<file path="src/hdl/twe_pkg.sv">
// Package for the tape record wave encoder: codes, record and queue sizes,
// shared structs. No dependencies.
`timescale 1ns / 1ps

package twe_pkg;

	// Record geometry
	localparam int RECORD_BYTES = 192;
	localparam int SYNC_PAIRS   = 60;
	localparam int ADDR_W       = (RECORD_BYTES > 1) ? $clog2(RECORD_BYTES) : 1;

	// Front queue
	localparam int QDEPTH = 2;
	localparam int QPTR_W = (QDEPTH > 1) ? $clog2(QDEPTH) : 1;
	localparam int QCNT_W = $clog2(QDEPTH + 1);

	// Request codes on the req_type port
	localparam logic [1:0] REQ_LOAD  = 2'd0;
	localparam logic [1:0] REQ_START = 2'd1;
	localparam logic [1:0] REQ_PULL  = 2'd2;

	// Register indexes (byte address 4*i)
	localparam logic [1:0] REG_SHORT  = 2'd0;
	localparam logic [1:0] REG_MEDIUM = 2'd1;
	localparam logic [1:0] REG_LONG   = 2'd2;

	// Countdown bases and byte-level wave positions
	localparam logic [7:0] CD1_BASE    = 8'h89;
	localparam logic [7:0] CD2_BASE    = 8'h09;
	localparam logic [7:0] CD_LAST_CNT = 8'd8;
	localparam logic [4:0] WAVE_LAST   = 5'd19;
	localparam logic [4:0] WAVE_PARITY = 5'd18;

	typedef enum logic [1:0] {
		K_SHORT  = 2'd0,
		K_MEDIUM = 2'd1,
		K_LONG   = 2'd2
	} kind_t;

	typedef enum logic [3:0] {
		PH_IDLE  = 4'd0,
		PH_CD1   = 4'd1,
		PH_DATA1 = 4'd2,
		PH_SUM1  = 4'd3,
		PH_MARK1 = 4'd4,
		PH_SYNC1 = 4'd5,
		PH_CD2   = 4'd6,
		PH_DATA2 = 4'd7,
		PH_SUM2  = 4'd8,
		PH_MARK2 = 4'd9,
		PH_SYNC2 = 4'd10
	} phase_t;

	// Classified operation held in the queue
	typedef enum logic [1:0] {
		OP_LOAD  = 2'd0,
		OP_START = 2'd1,
		OP_PULL  = 2'd2
	} op_t;

	typedef struct packed {
		op_t               op;
		logic [ADDR_W-1:0] addr;
		logic [7:0]        data;
		logic              eod;
	} q_item_t;

	typedef struct packed {
		logic    valid;
		q_item_t item;
	} q_head_t;

	typedef struct packed {
		logic [15:0] short_ticks;
		logic [15:0] medium_ticks;
		logic [15:0] long_ticks;
	} twe_cfg_t;

endpackage

</file>
<file path="src/hdl/twe_front.sv">
// Front end: takes request items, decodes them and queues the useful ones.
// Depends on twe_pkg.
`timescale 1ns / 1ps

module twe_front (
	input  logic             clk,
	input  logic             arst_n,
	input  logic             start,
	output logic             busy,
	input  logic [1:0]       req_type,
	input  logic [7:0]       byte_index,
	input  logic [7:0]       data_byte,
	input  logic             end_of_data,
	output twe_pkg::q_head_t head
);
	import twe_pkg::*;

	q_item_t           entry_q [QDEPTH];
	logic [QPTR_W-1:0] wptr_q;
	logic [QPTR_W-1:0] rptr_q;
	logic [QCNT_W-1:0] count_q;

	q_item_t cls;
	logic    keep;
	logic    push;
	logic    pop;

	// Decode: out-of-range loads and the unused code are dropped here
	always_comb begin
		cls.op   = OP_PULL;
		cls.addr = byte_index[ADDR_W-1:0];
		cls.data = data_byte;
		cls.eod  = end_of_data;
		keep     = 1'b0;
		unique case (req_type)
			REQ_LOAD: begin
				cls.op = OP_LOAD;
				keep   = ({1'b0, byte_index} < 9'(RECORD_BYTES));
			end
			REQ_START: begin
				cls.op = OP_START;
				keep   = 1'b1;
			end
			REQ_PULL: begin
				cls.op = OP_PULL;
				keep   = 1'b1;
			end
			default: keep = 1'b0;
		endcase
	end

	assign busy = (count_q == QCNT_W'(QDEPTH));
	assign push = start && !busy && keep;
	// The back end takes one item every cycle
	assign pop  = (count_q != '0);

	assign head.valid = pop;
	assign head.item  = entry_q[rptr_q];

	// Queue storage
	always_ff @(posedge clk) begin
		if (push) begin
			entry_q[wptr_q] <= cls;
		end
	end

	// Queue pointers and fill count
	always_ff @(posedge clk or negedge arst_n) begin
		if (!arst_n) begin
			wptr_q  <= '0;
			rptr_q  <= '0;
			count_q <= '0;
		end else begin
			if (push) begin
				wptr_q <= (wptr_q == QPTR_W'(QDEPTH - 1)) ? '0 : wptr_q + 1'b1;
			end
			if (pop) begin
				rptr_q <= (rptr_q == QPTR_W'(QDEPTH - 1)) ? '0 : rptr_q + 1'b1;
			end
			if (push && !pop) begin
				count_q <= count_q + 1'b1;
			end else if (pop && !push) begin
				count_q <= count_q - 1'b1;
			end
		end
	end

endmodule

</file>
<file path="src/hdl/twe_back.sv">
// Back end: record store, wave sequencer and registered result.
// Depends on twe_pkg.
`timescale 1ns / 1ps

module twe_back (
	input  logic              clk,
	input  logic              arst_n,
	input  twe_pkg::q_head_t  head,
	input  twe_pkg::twe_cfg_t cfg,
	output logic              done,
	output logic [15:0]       wave_ticks,
	output logic [1:0]        wave_kind,
	output logic              last_wave
);
	import twe_pkg::*;

	// Record store and its registered read port
	logic [7:0] store_q [RECORD_BYTES];
	logic [7:0] rd_q;

	// Sequencer state
	phase_t     phase_q, phase_d;
	logic [7:0] cnt_q, cnt_d;
	logic [4:0] wave_q, wave_d;
	logic [7:0] shift_q, shift_d;
	logic [7:0] sum_q, sum_d;
	logic [6:0] pilot_q, pilot_d;
	logic       final_q, final_d;
	logic       fetch_q, fetch_d;

	// Result
	logic        done_q;
	kind_t       kind_q;
	logic [15:0] ticks_q;
	logic        last_q;

	logic        emit;
	kind_t       kind;
	logic        last;
	logic        we;
	logic [7:0]  pilot_inc;
	logic [15:0] ticks;

	// Kind of wave w of a byte: marker, eight bits LSB first, parity
	function automatic kind_t byte_wave(input logic [4:0] w, input logic [7:0] b);
		logic bitv;
		begin
			bitv = (w >= WAVE_PARITY) ? ~^b : b[3'(w[4:1] - 4'd1)];
			if (w == 5'd0) begin
				byte_wave = K_LONG;
			end else if (w == 5'd1) begin
				byte_wave = K_MEDIUM;
			end else if (bitv) begin
				byte_wave = w[0] ? K_SHORT : K_MEDIUM;
			end else begin
				byte_wave = w[0] ? K_MEDIUM : K_SHORT;
			end
		end
	endfunction

	assign pilot_inc = {1'b0, pilot_q} + 8'd1;

	// Next state and result
	always_comb begin
		phase_d = phase_q;
		cnt_d   = cnt_q;
		wave_d  = wave_q;
		shift_d = shift_q;
		sum_d   = sum_q;
		pilot_d = pilot_q;
		final_d = final_q;
		fetch_d = 1'b0;
		emit    = 1'b0;
		kind    = K_SHORT;
		last    = 1'b0;
		we      = 1'b0;

		// Data byte read last cycle lands in the shift register and checksum
		if (fetch_q) begin
			shift_d = rd_q;
			sum_d   = sum_q ^ rd_q;
		end

		if (head.valid) begin
			unique case (head.item.op)
				OP_LOAD: we = 1'b1;
				OP_START: begin
					phase_d = PH_CD1;
					cnt_d   = '0;
					wave_d  = '0;
					shift_d = '0;
					sum_d   = '0;
					pilot_d = '0;
					final_d = head.item.eod;
				end
				OP_PULL: begin
					if (phase_q != PH_IDLE) begin
						emit = 1'b1;
						unique case (phase_q)
							PH_MARK1: begin
								kind    = K_LONG;
								phase_d = PH_SYNC1;
								pilot_d = '0;
								wave_d  = '0;
							end
							PH_MARK2: begin
								if (wave_q == 5'd0) begin
									kind = K_LONG;
									if (final_q) begin
										wave_d = 5'd1;
									end else begin
										phase_d = PH_SYNC2;
										pilot_d = '0;
										wave_d  = '0;
									end
								end else begin
									kind    = K_SHORT;
									phase_d = PH_SYNC2;
									pilot_d = '0;
									wave_d  = '0;
								end
							end
							PH_SYNC1, PH_SYNC2: begin
								kind = K_SHORT;
								if (wave_q == 5'd0) begin
									wave_d = 5'd1;
								end else begin
									wave_d = '0;
									if (pilot_inc >= 8'(SYNC_PAIRS)) begin
										pilot_d = '0;
										if (phase_q == PH_SYNC1) begin
											phase_d = PH_CD2;
											cnt_d   = '0;
										end else begin
											phase_d = PH_IDLE;
											last    = 1'b1;
										end
									end else begin
										pilot_d = pilot_inc[6:0];
									end
								end
							end
							default: begin
								// Byte phases: countdown, data, checksum
								if (wave_q == 5'd0) begin
									unique case (phase_q)
										PH_CD1: shift_d = CD1_BASE - cnt_q;
										PH_CD2: shift_d = CD2_BASE - cnt_q;
										PH_DATA1, PH_DATA2: fetch_d = 1'b1;
										default: shift_d = sum_q;
									endcase
								end
								kind = byte_wave(wave_q, shift_q);
								if (wave_q >= WAVE_LAST) begin
									wave_d = '0;
									unique case (phase_q)
										PH_CD1, PH_CD2: begin
											if (cnt_q >= CD_LAST_CNT) begin
												phase_d = phase_t'(phase_q + 4'd1);
												cnt_d   = '0;
												sum_d   = '0;
											end else begin
												cnt_d = cnt_q + 8'd1;
											end
										end
										PH_DATA1, PH_DATA2: begin
											if ({1'b0, cnt_q} + 9'd1 >= 9'(RECORD_BYTES)) begin
												phase_d = phase_t'(phase_q + 4'd1);
											end else begin
												cnt_d = cnt_q + 8'd1;
											end
										end
										default: phase_d = phase_t'(phase_q + 4'd1);
									endcase
								end else begin
									wave_d = wave_q + 5'd1;
								end
							end
						endcase
					end
				end
				default: emit = 1'b0;
			endcase
		end
	end

	// Duration from the register of the chosen kind
	always_comb begin
		case (kind)
			K_LONG:   ticks = cfg.long_ticks;
			K_MEDIUM: ticks = cfg.medium_ticks;
			default:  ticks = cfg.short_ticks;
		endcase
	end

	// Record store: write on load, read at the byte counter on a data fetch
	always_ff @(posedge clk) begin
		if (we) begin
			store_q[head.item.addr] <= head.item.data;
		end
		if (fetch_d) begin
			rd_q <= store_q[cnt_q[ADDR_W-1:0]];
		end
	end

	// Sequencer and result registers
	always_ff @(posedge clk or negedge arst_n) begin
		if (!arst_n) begin
			phase_q <= PH_IDLE;
			cnt_q   <= '0;
			wave_q  <= '0;
			shift_q <= '0;
			sum_q   <= '0;
			pilot_q <= '0;
			final_q <= 1'b0;
			fetch_q <= 1'b0;
			done_q  <= 1'b0;
		end else begin
			phase_q <= phase_d;
			cnt_q   <= cnt_d;
			wave_q  <= wave_d;
			shift_q <= shift_d;
			sum_q   <= sum_d;
			pilot_q <= pilot_d;
			final_q <= final_d;
			fetch_q <= fetch_d;
			done_q  <= emit;
		end
	end

	always_ff @(posedge clk) begin
		if (emit) begin
			kind_q  <= kind;
			ticks_q <= ticks;
			last_q  <= last;
		end
	end

	assign done       = done_q;
	assign wave_ticks = ticks_q;
	assign wave_kind  = kind_q;
	assign last_wave  = done_q && last_q;

endmodule

</file>
<file path="src/hdl/tape_record_wave_encoder.sv">
// Top level of the tape record wave encoder: register port, front end and
// back end. Depends on twe_pkg, twe_front and twe_back.
`timescale 1ns / 1ps

// Load the record bytes (req_type 0), arm with a start (req_type 1), then
// request one wave per item (req_type 2); each wave request while a record is
// being sent gives one result on the done strobe, and the record is sent as
// two copies as usual for this tape format. Results cannot be held off: done
// is high for exactly one cycle, raised from the back end's result register
// once the request has left the queue, and the result is taken at the clock
// edge that ends it. Items are taken one per clock cycle through a two-entry
// queue that the back-end sequencer drains every cycle; a data byte is read
// from the store on its first wave and is used from its third wave on. Store
// entries that were never loaded read as undefined; there is no clearing
// after reset. Change the tick registers only while no request is in flight.
module tape_record_wave_encoder (
	input  logic        clk,
	input  logic        arst_n,
	input  logic        start,
	output logic        busy,
	input  logic [1:0]  req_type,
	input  logic [7:0]  byte_index,
	input  logic [7:0]  data_byte,
	input  logic        end_of_data,
	output logic        done,
	output logic [15:0] wave_ticks,
	output logic [1:0]  wave_kind,
	output logic        last_wave,
	input  logic        psel,
	input  logic        penable,
	input  logic        pwrite,
	input  logic [3:0]  paddr,
	input  logic [31:0] pwdata,
	output logic [31:0] prdata,
	output logic        pready
);
	import twe_pkg::*;

	twe_cfg_t   cfg_q;
	q_head_t    head;
	logic       cfg_wr;
	logic [1:0] reg_idx;

	assign pready  = 1'b1;
	assign reg_idx = paddr[3:2];
	assign cfg_wr  = psel && penable && pwrite;

	// Tick registers
	always_ff @(posedge clk or negedge arst_n) begin
		if (!arst_n) begin
			cfg_q.short_ticks  <= 16'd48;
			cfg_q.medium_ticks <= 16'd68;
			cfg_q.long_ticks   <= 16'd86;
		end else if (cfg_wr) begin
			case (reg_idx)
				REG_SHORT:  cfg_q.short_ticks  <= pwdata[15:0];
				REG_MEDIUM: cfg_q.medium_ticks <= pwdata[15:0];
				REG_LONG:   cfg_q.long_ticks   <= pwdata[15:0];
				default:    ;
			endcase
		end
	end

	// Read-back
	always_comb begin
		unique case (reg_idx)
			REG_SHORT:  prdata = {16'd0, cfg_q.short_ticks};
			REG_MEDIUM: prdata = {16'd0, cfg_q.medium_ticks};
			REG_LONG:   prdata = {16'd0, cfg_q.long_ticks};
			default:    prdata = '0;
		endcase
	end

	twe_front u_front (
		.clk         (clk),
		.arst_n      (arst_n),
		.start       (start),
		.busy        (busy),
		.req_type    (req_type),
		.byte_index  (byte_index),
		.data_byte   (data_byte),
		.end_of_data (end_of_data),
		.head        (head)
	);

	twe_back u_back (
		.clk        (clk),
		.arst_n     (arst_n),
		.head       (head),
		.cfg        (cfg_q),
		.done       (done),
		.wave_ticks (wave_ticks),
		.wave_kind  (wave_kind),
		.last_wave  (last_wave)
	);

`ifndef SYNTH
	// A result only follows a wave request that left the queue in the previous cycle
	a_done_after_pull: assert property (@(posedge clk) disable iff (!arst_n)
		!(head.valid && head.item.op == OP_PULL) |=> !done)
		else $error("result without a preceding wave request");

	// The record always ends on the second short wave of a sync pair
	a_last_is_short: assert property (@(posedge clk) disable iff (!arst_n)
		(done && last_wave) |-> (wave_kind == K_SHORT))
		else $error("final wave of a record is not short");

	// A register write to the long tick register lands in that register
	a_cfg_write: assert property (@(posedge clk) disable iff (!arst_n)
		(cfg_wr && reg_idx == REG_LONG) |=> (cfg_q.long_ticks == $past(pwdata[15:0])))
		else $error("long tick register write lost");
`endif

endmodule
</file>
<file path="config.mk">
export PLATFORM = sky130hd
export DESIGN_NAME = tape_record_wave_encoder
export DESIGN_NICKNAME = d
export VERILOG_FILES = /design/src/hdl/twe_pkg.sv /design/src/hdl/twe_front.sv /design/src/hdl/twe_back.sv /design/src/hdl/tape_record_wave_encoder.sv
export SDC_FILE = /design/constraint.sdc
export NUM_CORES = 2
export LEC_CHECK = 0
export CAP_MARGIN = 20
export CORE_AREA = 4 4 382 384
export DETAILED_ROUTE_END_ITERATION = 16
export DIE_AREA = 0 0 386 388
export DONT_BUFFER_PORTS = 1
export PLACE_DENSITY = 0.74
export SLEW_MARGIN = 20
export SYNTH_ARGS = -nofsm -noshare
export SYNTH_HDL_FRONTEND = slang
export SYNTH_HIERARCHICAL = 1
export SYNTH_SLANG_ARGS = --single-unit
</file>
<file path="constraint.sdc">
create_clock -name clk -period 5.6 [get_ports clk]
set_input_delay 0 -clock clk [delete_from_list [all_inputs] [get_ports clk]]
set_output_delay 0 -clock clk [all_outputs]
set_load 0.01 [all_outputs]
</file>
After elaboration in Yosys (flattened, before gate mapping)
Memory sizes are Yosys's and may differ from the RTL's. A register that Yosys moved wholly into a read port is not among the register bits.
Index checks and enable logic that the tools add are counted.
{"block": "word_totals", "ff_bits": 114, "n_memories": 2, "wordCells": 198, "mem_bits_rw": 1574, "input_bits": 61}
{"block": "op_classes", "n_addsub": 12, "muxes": 88, "n_eq_ne": 31, "n_lt_le_gt_ge": 7, "n_reduce_logical": 34, "n_bitwise": 6}
{"memory": "u_back.store_q", "words": 192, "word_bits": 8, "read_ports": 1, "rd_clocked_by_memory_dff": 1, "wr": 1, "line_no": "twe_back.sv:18", "rtl": "logic [7:0] store_q [RECORD_BYTES];"}
{"memory": "u_front.entry_q", "words": 2, "word_bits": 19, "read_ports": 1, "rd_clocked_by_memory_dff": 0, "wr": 1, "line_no": "twe_front.sv:18", "rtl": "q_item_t entry_q [QDEPTH];"}
{"op": "$mux 8", "count": 19}
{"op": "$pmux 8 s2", "count": 5}
{"op": "$pmux 16 s3", "count": 1}
{"op": "$mux 7", "count": 5}
{"op": "$mux 4", "count": 8}
{"op": "$pmux 16 s2", "count": 1}
{"op": "$mux 1", "count": 25}
{"op": "$pmux 8 s3", "count": 1}
{"op": "$pmux 7 s3", "count": 1}
{"op": "$mux 2", "count": 9}
{"op": "$eq 4x3->1 const B", "count": 4}
{"op": "$pmux 4 s2", "count": 2}
{"op": "$pmux 5 s3", "count": 1}
{"op": "$pmux 7 s2", "count": 1}
{"op": "$ne 6x2->1 const B", "count": 2}
{"op": "$pmux 4 s3", "count": 1}
{"op": "$eq 2x2->1 const B", "count": 5}
{"op": "$ge 5x5->1 const B", "count": 2}
{"op": "$mux 5", "count": 2}
{"op": "$pmux 5 s2", "count": 1}
{"op": "$reduce_and 10->1", "count": 1}
{"op": "$reduce_or 2->1", "count": 5}
{"op": "$add 8x1->9 const B", "count": 1}
{"op": "$ge 9x8->1 const B", "count": 1}
{"op": "other kinds (48)", "count": 74}

Logic depth before layout (Yosys ltp)
{"block": "logic_depth", "depth_word": 13, "mapped_depth": 14}

Hierarchy
The synthesis kept the hierarchy.
{"mod": "twe_back", "cells_each": 3167, "seq_area_each_um2": 48011.0, "area_each_um2": 63938.8, "instances": 1}
{"mod": "tape_record_wave_encoder", "cells_each": 178, "seq_area_each_um2": 1211.2, "area_each_um2": 2342.2, "instances": 1}
{"mod": "twe_front", "cells_each": 88, "seq_area_each_um2": 1241.2, "area_each_um2": 1642.8, "instances": 1}

Worst setup path before layout
No wires, ideal clock.
{"block": "synth_path", "path_type": "register -> register", "start": "register u_front.rptr_q", "end": "register u_back.ticks_q[10] (netlist: u_back/wave_ticks[10]) (data pin)", "arrival_time_ps": 3284, "stages_incl_launch_ff": 15, "path_slack_ps": 2163, "n_path_buf": 4, "t_required_ps": 5448, "cell_sequence": "dfrtp_1 buf_2 mux2_2 inv_1 ha_1 clkbuf_1 nand2_1 or2_2 inv_1 o2111a_1 ha_1 clkbuf_1 clkbuf_1 a22oi_1 o21ai_0"}
{"item": "from (decl)", "line_no": "twe_front.sv:20", "rtl": "logic [QPTR_W-1:0] rptr_q;"}
{"item": "from (signal assigned)", "line_no": "twe_front.sv:78", "rtl": "rptr_q <= (rptr_q == QPTR_W'(QDEPTH - 1)) ? '0 : rptr_q + 1'b1;"}
{"item": "to (signal assigned)", "line_no": "twe_back.sv:234", "rtl": "ticks_q <= ticks;"}
{"item": "to (decl)", "line_no": "twe_back.sv:34", "rtl": "logic [15:0] ticks_q;"}

==> summary.txt <==
Timing
  – Final worst setup slack: about 1.4 ns
  – Worst-margin pin slew: roughly 1.2 ns
  – Achievable Freq: 239 MHz
  – Max_slew headroom: 0.165
  – Setup_tns: 0 ns
  – Final hold vios: 0
  – Clock Skew: approximately 0.036 ns
  – Final Cycle Share: 0.746
  – Final setup violation count: 0
  – Final min period: roughly 4.2 ns
  – RSZ-0062 raised after global routing: false
  – Final Max Slew Viols: 0

Setup path
  – Worst-path cell chain: buf_12 -> mux4_2 -> mux4_2 -> o311ai_0 -> o22ai_1
  – Cell mode on critical path: mux4_2
  – CP peak stage delay: between 1 and 1.5 ns
  – CP Data Arrival Time: ~4.7 ns
  – Critical path type: reg2reg
  – Max Fanout on Critical Path: 43
  – CP Capture Type: flop
  – Critical path's slowest cell: o311ai_0
  – Critical Path Start Type: flop
  – Worst EP required: roughly 6 ns

Synthesis
  – Commonest cells in the netlist: 1601 x edfxtp_1, 404 x mux4_2, 231 x nor2_1
  – Post-synth top flop: edfxtp_1
  – Post-synth cell types: a little over 80
  – #FFs+latches synth: about 1700
  – Dominant cells by area after synthesis: edfxtp_1 71%, mux4_2 13%, dfrtp_1 3.2%, mux2i_1 1.4%, nor2_1 1.3%
  – Register area share after synthesis: 0.743
  – Most common cell in the netlist: edfxtp_1
  – Yosys top cell by area: edfxtp_1
  – Post-synthesis instance total: approximately 3400
  – Post-synth ARST share: 0.0560
  – Synth top area share: 0.708
  – EDFF count, synth: ~1600
  – Mapped Avg Cell Area: between 15 and 20 sq um
  – Synth warn: 6
  – Post-Syn Area: 67900 sq um

Clocking
  – Clock input transition at the sequential cells of the worst setup and hold paths: ~0.06 ns
  – Root Buffer: clkbuf_16
  – CTS H-tree depth: 4
  – # resized after CTS: 0
  – Worst-Skew Late Latency: roughly 0.80 ns
  – TritonCTS clock tree: yes
  – # Post-CTS Setup Buffers: 0
  – Hold_buf cts: 97
  – TritonCTS Buffers: between 150 and 200
  – Clk buf depth: 3
  – Clock sinks: roughly 1700

Placed design
  – GPL Wtd Cong: between 0.9 and 1
  – DP HPWL: between 90000 and 100000 um
  – Pre-CTS setup slack: about 1.7 ns
  – Placed cell count: 5221
  – Number of port buffers: 0

Routing
  – Post-DR wirelength/cell: between 20 and 30 um
  – Routed wire length: 165000 um
  – DR vias: 35200
  – Vias/cell: between 6 and 7
  – Antenna Violating Nets Remaining: 0
  – DRT iter0 DRCs: approximately 4800
  – Drt drc: 0
  – DRT Pass-1 Iters: 6

Global routing
  – Initial antenna violation count: 6
  – GRT Overall Usage: 0.220
  – Largest net degree at the start of global routing: ~150
  – First-pass GRT wire length: 241000 um
  – Grt ovf: 0
  – Vias in the first global route: ~35000

Pwr
  – P per Cell Area: a little over 400 nW/um^2
  – Post-layout power: 31.2 mW
  – Leak Pwr: ~24 nW
  – Maximum VDD drop: 0.288 mV

Layout
  – Layout cells sized above 1: 0.225
  – Post-Layout Cell Count: between 5000 and 6000
  – Filler cell count: approximately 10000
  – Post-layout util: 0.535
  – Syn-to-layout area delta: 12.4%
  – Layout Nets: 3665

Floorplanning
  – Die area: 150000 sq um
  – Die H: around 390 um
  – Core Region: about 140000 sq um
  – Initial Utilization: 0.476
  – IO Count: ~120
  – FP Rows: about 140
  – Die Wd: slightly below 400 um

Hold path
  – Hold Path Class: in2out

Outcome
  – Status: complete, no violations

Job
  – Max-Cap Viols: 0
-- logic make-up (layout without fill, tap and decap cells) --
family / Yosys count / after routing / synth area share
simple gates: 527 / 527 / 0.0341
other cells: 2 / 20 / 0.000111
fa+ha+maj: 24 / 24 / 0.00442
mux: 573 / 573 / 0.161
compound gates: 341 / 341 / 0.0348
flops: 1696 / 1696 / 0.743
buf+inv: 243 / 509 / 0.0193
xor+xnor: 27 / 27 / 0.00348
-- metrics by stage --
stage	instance area (sq um)	hold slack (ns)
after floorplan	68000	-0.296
after global placement	70100	-0.293
after detailed placement	70100	-0.293
after CTS	76300	0.102
after global routing	76300	0.101
final	76400	0.103
-- routing by layer --
layer,part of all wire,up-vias,wire length [um],track usage
met3,0.11,400,18200,0.0499
met4,0.044,0,7270,0.0913
li1,-,14300,-,-
met5,0,-,0,0
met2,0.47,2226,77600,0.337
met1,0.37,18300,61500,0.307
-- layout by cell type, fill, tap and decap left out, types with 13 or more instances in the layout --
cell | Yosys | layout
edfxtp_1 | 1601 | 1601
mux4_2 | 404 | 404
nor2_1 | 231 | 228
clkbuf_16 | 0 | 168
nand2_1 | 153 | 153
dlygate4sd3_1 | 0 | 95
mux2i_1 | 93 | 93
dfrtp_1 | 87 | 82
a22oi_1 | 80 | 80
o21ai_0 | 78 | 78
buf_4 | 45 | 76
mux2_2 | 66 | 58
a21oi_1 | 38 | 38
clkinv_1 | 3 | 35
clkbuf_1 | 93 | 35
nand3_1 | 28 | 28
clkinv_2 | 0 | 28
inv_1 | 24 | 24
ha_1 | 24 | 24
nor3_1 | 24 | 23
o22ai_1 | 21 | 21
a221oi_1 | 20 | 20
nor2b_1 | 20 | 19
conb_1 | 2 | 17
bufinv_16 | 0 | 14
xnor2_1 | 14 | 14
xor2_1 | 13 | 13
-- power breakdown --
group | leakage [nW] | internal [mW] | switching, mW
Sequential | 15.6 | 15.3 | 0.258
Combinational | 5.69 | 1.61 | 3.19
Clock | 2.55 | 6.18 | 4.63
Total | 23.8 | 23.1 | 8.08
-- state kept, by name, indices dropped and copies added (netlist names), 4 cells and up --
signal,cells
u_back/pilot_q,7
u_front/entry_q,38
u_back/rd_q,8
u_back/wave_q,5
u_back/shift_q,8
u_back/cnt_q,8
cfg_q,48
u_back/wave_ticks,16
u_back/store_q,1536
u_back/phase_q,4
u_back/sum_q,8
-- layout make-up --
| class | instances | area [sq um] | share of cell area |
|---|---|---|---|
| flip-flops and latches | 1696 | 50500 | 0.661 |
| multi-input cells | 1509 | 16400 | 0.214 |
| clock buffers | 204 | 4350 | 0.0570 |
| well taps | 1903 | 2380 | 0.0312 |
| repair buffers | 182 | 1760 | 0.0230 |
| clock inverters | 95 | 905 | 0.0118 |
| inverters | 28 | 106 | 0.00139 |
| diodes | 3 | 7.51 | 0.0000983 |
-- critical path, delay by kind of cell (launching register included) --
family	cells	cell delay (ns)
multiplexers	2	1.13
buffers and inverters	1	0.41
flip-flops	1	1.00
AO/OA/AOI/OAI	2	1.26
-- final timing paths --
path	from	end	slack [ns]	depth (start not counted)
max	u_back/cnt_q[0]	u_back/rd_q[2]	1.42	5
min	paddr[3]	prdata[6]	0.10	1
max reg2reg	u_back/cnt_q[0]	u_back/rd_q[2]	1.42	5
min reg2reg	u_back/pilot_q[4]	u_back/pilot_q[4]	0.50	1
max in group asynchronous	arst_n	u_back/cnt_q[1]	4.68	4
min in group asynchronous	arst_n	cfg_q[1]	0.42	3
No activity file was read; power rests on OpenSTA's default activity.
